===== src/hdl/swm_pkg.sv =====
// ----------------------------------------------------------------------------
// swm_pkg
// Shared types and constants for the sliding window minimum filter.
// ----------------------------------------------------------------------------
package swm_pkg;

   localparam int SAMPLE_W           = 32;
   localparam int WINLEN_W           = 7;
   localparam int WINDOW_MAX_DEFAULT = 64;
   localparam int CSR_ADDR_W         = 3;
   localparam int CSR_DATA_W         = 32;

   // register index, taken from the word address bits
   localparam logic REG_WINDOW_LENGTH = 1'b0;

   localparam logic [WINLEN_W-1:0] WINLEN_RESET = 7'd1;

   typedef logic signed [SAMPLE_W-1:0] sample_type;

   // control handed to every cell of the row
   typedef struct packed {
      logic       load;
      sample_type sample;
   } cell_ctrl_type;

endpackage


===== src/hdl/swm_cell.sv =====
// ----------------------------------------------------------------------------
// swm_cell
// One cell of the minimum row: holds the minimum of the last k+1 samples,
// built from the new sample and the left neighbor's previous minimum.
// ----------------------------------------------------------------------------
module swm_cell (
   input  logic                  clock,
   input  swm_pkg::cell_ctrl_type ctrl,
   input  swm_pkg::sample_type   prev_min,
   output swm_pkg::sample_type   cell_min
);
   import swm_pkg::*;

   sample_type min_ff;
   sample_type min_in;

   always_comb begin
      if (ctrl.sample < prev_min) begin
         min_in = ctrl.sample;
      end else begin
         min_in = prev_min;
      end
   end

   always_ff @(posedge clock) begin
      if (ctrl.load) begin
         min_ff <= min_in;
      end
   end

   assign cell_min = min_ff;

endmodule


===== config.mk =====
export PLATFORM = sky130hd
export DESIGN_NAME = swm_cell
export DESIGN_NICKNAME = d
export VERILOG_FILES = /design/src/hdl/swm_pkg.sv /design/src/hdl/swm_cell.sv
export SDC_FILE = /design/constraint.sdc
export NUM_CORES = 1
export LEC_CHECK = 0
export ABC_CLOCK_PERIOD_IN_PS = 2400
export BUFFER_PORTS_ARGS = -buffer_cell sky130_fd_sc_hd__buf_2
export CAP_MARGIN = 20
export CORE_MARGIN = 4
export CORE_UTILIZATION = 43
export CTS_CLUSTER_DIAMETER = 40
export DETAILED_ROUTE_END_ITERATION = 10
export HOLD_SLACK_MARGIN = 0.05
export PLACE_DENSITY = 0.76
export SLEW_MARGIN = 20
export SYNTH_ARGS = -nofsm -noshare
export SYNTH_HDL_FRONTEND = slang
export SYNTH_SLANG_ARGS = --single-unit

===== constraint.sdc =====
create_clock -name clock -period 2.4 [get_ports clock]
set_input_delay 0.36 -clock clock [delete_from_list [all_inputs] [get_ports clock]]
set_output_delay 0.36 -clock clock [all_outputs]
set_load 0.03 [all_outputs]

==> metrics.yaml, run 1 <==
synth_area_leader_cell: "edfxtp_1"
antenna_found_initial: 0
yosys_register_bits: 32
fp.coreArea_mm2: 0.00511
cts.path.max_buffers: 2
setup_total_negative_slack_ps: 0
grt_setup_unrepaired: "true"
grt_first_pass_wirelength_um: 7280
min_period_over_period: 0.987
grt.total_usage: 0.143
final-max-slew-violation-count: 0
io_buffers: 97
grt_overflow: 0
endpoint_kind: "flop"
seq_area_frac_synth: 0.422
vias_per_cell: 4.86
highest_fanout_seen_on_the_critical_path: 6
clockRootBuffer: "clkbuf_8"
grt_max_degree: 33
synth_warnings: 0
fp.dieH_um: 80.8
timing.critical_path.slowest_cell_delay_ps: 330
achievable-frequency_mhz: 422
antenna_left: 0
vdd.ir_drop.worst_mv: 0.321
nets: 395
design_power_total_uw: 1880
cts_hold_buf: 0
yosys.area.top_type_share: 0.422
worst-slew-pin-transition_ps: 736
post_synth_design_cell_area_mm2: 0.00228
p_per_area_mw_per_mm2: 561
htreeDepth: 2
final_routed_wirelength_across_all_metal_layers_um: 5340
synthesis.nets: 276
cp.buffers_inverters: 4
layout.cells.most_common: "buf_2"
syn2layout_area_growth_pct: 47.4
drt_first_pass_iters: 6
cp_slowest_cell: "a221oi_2"
outcome: "finished clean"
cts_tree: "built"
wl_per_cell_um: 14.5
post-dp-hpwl_um: 3850
drc_violations_left: 0
synth.area.top_cells: "edfxtp_1 (42%), mux2_4 (20%), ha_1 (17%)"
most_frequent_cells_in_the_layout: "buf_2 (96), edfxtp_1 (32), mux2_4 (31)"
number_of_global_route_vias_before_repair: 1717
worst_ep_required_time_ps: 2430
die-width_um: 80.8
slew-limit-headroom: 0.509
finish.instance_area_mm2: 0.00336
detailroute.via_count: 1793
clock_input_transition_at_the_sequential_cells_of_the_worst_setup_and_hold_paths_ps: 70
first_iter_violations: 52
flip_flop_count_of_the_largest_register_after_layout: 32
num_antenna_cells: 0
maxCapViolations: 0
timing_hold_violations_final: 0
floorplan.initialDensity: 0.446
synthCells: 179
total_leakage_power_uw: 0.00164
cp_top_family: "compound AO/OA/AOI/OAI gates"
clkSinkCount: 32
unique_masters_post_synth: 24
hp-class: "input port to flop"
tritoncts.num_buffers: 5
filler_cell_count: 395
rows: 26
crit_path_start_kind: "input port"
path_class: "input port to flop"
syn_avg_cell_area_um2: 12.7
final_period_demand_of_the_worst_path_ps: 2370
design.die.area_mm2: 0.00652
place_area_mm2: 0.00299
critical_path_at_ps: 2400
routabilityCongestion: 0.776
ioPinCount: 98
ordered_cell_list_for_the_critical_path: "buf_2, inv_1, ha_4, a21oi_1, o21ai_0, a221oi_2, o22ai_2, a221oi_4, buf_12, clkbuf_16, mux2_4"
final_layout_size_suffix_gt1_frac: 0.605
endpoints_failing_setup: 0
-- metrics by stage --
step / std cells / hold WS, ps / util / worst slack, ps
6_report: 369 / 390 / 0.657 / 31.1
5_1_grt: 369 / 382 / 0.657 / -57.1
4_1_cts: 364 / 382 / 0.601 / 8.29
3_5_place_dp: 356 / 680 / 0.585 / -312
3_3_place_gp: 356 / 678 / 0.585 / -279
2_1_floorplan: 179 / 472 / - / 0.884
-- worst paths after layout --
kind,startpoint,end,slack (ps),cells after the start
worst max-delay path,prev_min[21],cell_min[19],30,11
worst min-delay path,prev_min[2],cell_min[2],390,2
-- layout make-up --
type	count	area [um2]	area share
Clock inverter	1	3.75	0.00112
Clock buffer	7	76.3	0.0227
Sequential cell	32	961	0.286
Timing Repair Buffer	115	721	0.215
Multi-Input combinational cell	111	1380	0.411
Tap cell	70	87.6	0.0261
Inverter	33	126	0.0377
-- kinds of logic after synthesis --
group / Yosys count / synth area share
multiplexers: 32 / 0.208
flip-flops: 32 / 0.422
adder cells (fa/ha/maj): 31 / 0.170
AND/OR/NAND/NOR: 20 / 0.0440
buffers and inverters: 36 / 0.0692
AO/OA/AOI/OAI: 28 / 0.0868
-- power by group --
| group | switching, uW | total, uW | internal [uW] |
|---|---|---|---|
| sequential | 14.5 | 718 | 703 |
| clock | 194 | 396 | 202 |
| combinational | 388 | 770 | 382 |
| total | 597 | 1880 | 1290 |
-- cells in the mapped netlist --
cell,instances
nor4_1,1
o311a_1,1
o22ai_1,1
a211o_1,1
nor2_1,2
nand4_1,6
o21ai_0,5
a31oi_1,1
inv_1,33
buf_6,3
mux2_4,30
a21oi_1,14
nand3_1,3
edfxtp_1,32
a21o_1,1
a221oi_4,1
nand2b_1,1
a221oi_1,1
mux2_2,2
nand2_1,6
nor3_1,1
ha_1,31
a211oi_2,1
o41ai_2,1
-- metal layers --
metal / wire (um) / vias up / track usage / share of wire
met1: 2080 / 821 / 0.159 / 0.39
li1: - / 900 / - / -
met4: 94 / 0 / 0.0591 / 0.018
met3: 359 / 10 / 0.0410 / 0.067
met5: 0 / - / 0 / 0
met2: 2800 / 62 / 0.255 / 0.52
-- timing repair --
action / 4_1_cts / 5_1_grt
setup endpoints to repair: 11 / 31
endpoints found under the hold margin: 0 / 0
setup buffers: 0 / 1
pin swaps: 1 / 9
gates resized for setup: 0 / 24
gates cloned: 0 / 4
No activity file was read; power rests on OpenSTA's default activity.
==> run 2: changes to the inputs <==
--- a/config.mk
+++ b/config.mk
@@ -8,6 +8,7 @@
 export ABC_CLOCK_PERIOD_IN_PS = 2400
 export BUFFER_PORTS_ARGS = -buffer_cell sky130_fd_sc_hd__buf_2
 export CAP_MARGIN = 20
+export CORE_ASPECT_RATIO = 1.1
 export CORE_MARGIN = 4
 export CORE_UTILIZATION = 43
 export CTS_CLUSTER_DIAMETER = 40
==> metrics.yaml, run 2 (same netlist as run 1, synthesis figures left out) <==
outcome: "finished clean"
finish.instance_area_mm2: 0.00328  # -2.4%
htreeDepth: 2  # unchanged
wl_per_cell_um: 14.5  # about the same
timing_hold_violations_final: 0  # unchanged
met2_length_um: 2880  # +2.8%
antenna_found_initial: 0  # unchanged
design.die.area_mm2: 0.00653  # about the same
placement.setup.worst_slack_ps: -279  # +32.7 ps
cts_hold_buf: 0  # unchanged
cts.path.max_buffers: 2  # unchanged
drc_violations_left: 0  # unchanged
worst-slew-pin-transition_ps: 741  # +4.97 ps
clockRootBuffer: "clkbuf_8"
met3RoutedLength_um: 319  # -11%
grt.total_usage: 0.150  # +0.00659
fin_ws_ps: 16.7  # -14.3 ps
nets: 398  # +0.76%
antenna_left: 0  # unchanged
first_iter_violations: 49  # -5.8%
p_per_area_mw_per_mm2: 567  # +1.0%
achievable-frequency_mhz: 420  # -0.60%
fp.coreArea_mm2: 0.00507  # -0.78%
place_area_mm2: 0.00299  # unchanged
final_period_demand_of_the_worst_path_ps: 2380  # +14.3 ps
fp.dieH_um: 84.3  # +4.4%
clkSinkCount: 32  # unchanged
filler_cell_count: 406  # +2.8%
drt_first_pass_iters: 4  # -2
grt_max_degree: 33  # unchanged
routabilityCongestion: 0.699  # -9.9%
whs_path_depth: 2  # unchanged
endpoints_failing_setup: 0  # unchanged
crit_path_start_kind: "input port"
met1_length_um: 1930  # -7.4%
syn2layout_area_growth_pct: 43.8
layout.cells.most_common: "buf_2"
tritoncts.num_buffers: 5  # unchanged
worst_ep_required_time_ps: 2430  # about the same
route.top_layer_used: "met4"
final_routed_wirelength_across_all_metal_layers_um: 5210  # -2.3%
cts_tree: "built"
total_leakage_power_uw: 0.00165  # +0.42%
number_of_global_route_vias_before_repair: 1862  # +8.4%
num_antenna_cells: 0  # unchanged
detailroute.via_count: 1825  # +1.8%
hp-class: "input port to flop"
clock_input_transition_at_the_sequential_cells_of_the_worst_setup_and_hold_paths_ps: 60  # about the same
critical_path_at_ps: 2420  # +20 ps
post-dp-hpwl_um: 3930  # +2.3%
highest_fanout_seen_on_the_critical_path: 5  # -1
floorplan.initialDensity: 0.449  # +0.00352
grt_first_pass_wirelength_um: 7740  # +6.3%
maxCapViolations: 0  # unchanged
final_layout_size_suffix_gt1_frac: 0.586  # -0.0193
vias_per_cell: 5.07  # +4.3%
slew-limit-headroom: 0.506  # -0.00331
rows: 27  # +3.8%
path_class: "input port to flop"
vdd.ir_drop.worst_mv: 0.241  # -25%
die-width_um: 77.4  # -4.2%
flip_flop_count_of_the_largest_register_after_layout: 32  # unchanged
endpoint_kind: "flop"
post-route-util: 0.646  # -0.0106
min_period_over_period: 0.993  # +0.00597
ioPinCount: 98  # unchanged
grt_overflow: 0  # unchanged
io_buffers: 97  # unchanged
most_frequent_cells_in_the_layout: "buf_2 (95), edfxtp_1 (32), mux2_4 (31)"
final-max-slew-violation-count: 0  # unchanged
[run 2: cell count changes in the layout (fill, tap and decap cells not counted), sizes merged]
cell / delta
buf: +4
clkbuf: -1
[run 2: per-layer routing]
layer	track usage	vias to the layer above
li1	-	905
met1	0.149	860
met2	0.287	53
met3	0.0418	7
met4	0.0631	0
met5	0	-
[run 2: metrics by stage]
step / power [uW] / TNS [ps] / instances / hold WS [ps]
finish: 1860 / 0 / 360 / 379
global route: 1960 / -1040 / 360 / 366
CTS: 1800 / 0 / 354 / 378
detailed placement: 1400 / -7790 / 346 / 678
global placement: 1380 / -6700 / 346 / 674
floorplan: 1190 / 0 / 179 / 472
[run 2: worst paths after layout]
kind           end   startpoint
max   cell_min[30]  prev_min[2]
min    cell_min[2]  prev_min[2]
[run 2: cell type report]
class                      instances  area (um2)  area share
clock inverter                     1        3.75     0.00115
timing repair buffer             118         731       0.223
sequential                        32         961       0.293
multi-input combinational        111        1310       0.399
clock buffer                       7        76.3      0.0233
inverter                          33         124      0.0378
tap                               58        72.6      0.0222
[run 2: report_power, final]
group | internal, uW | switching, uW
clock network | 202 | 189
logic | 370 | 380
registers | 703 | 13.1
[run 2: critical path, cell delays in order]
cell and delay (ps):
buf_6 90, inv_2 60, ha_4 200, a211o_1 250, a31oi_1 150, o311a_1 250, o41ai_4 90, a221oi_4 350
buf_6 170, clkbuf_16 140, mux2_4 290
[run 2: what timing repair did]
action | in CTS | in global routing
gates resized for setup | 0 | 21
buffers inserted | 0 | 3
setup endpoints to repair | 0 | 24
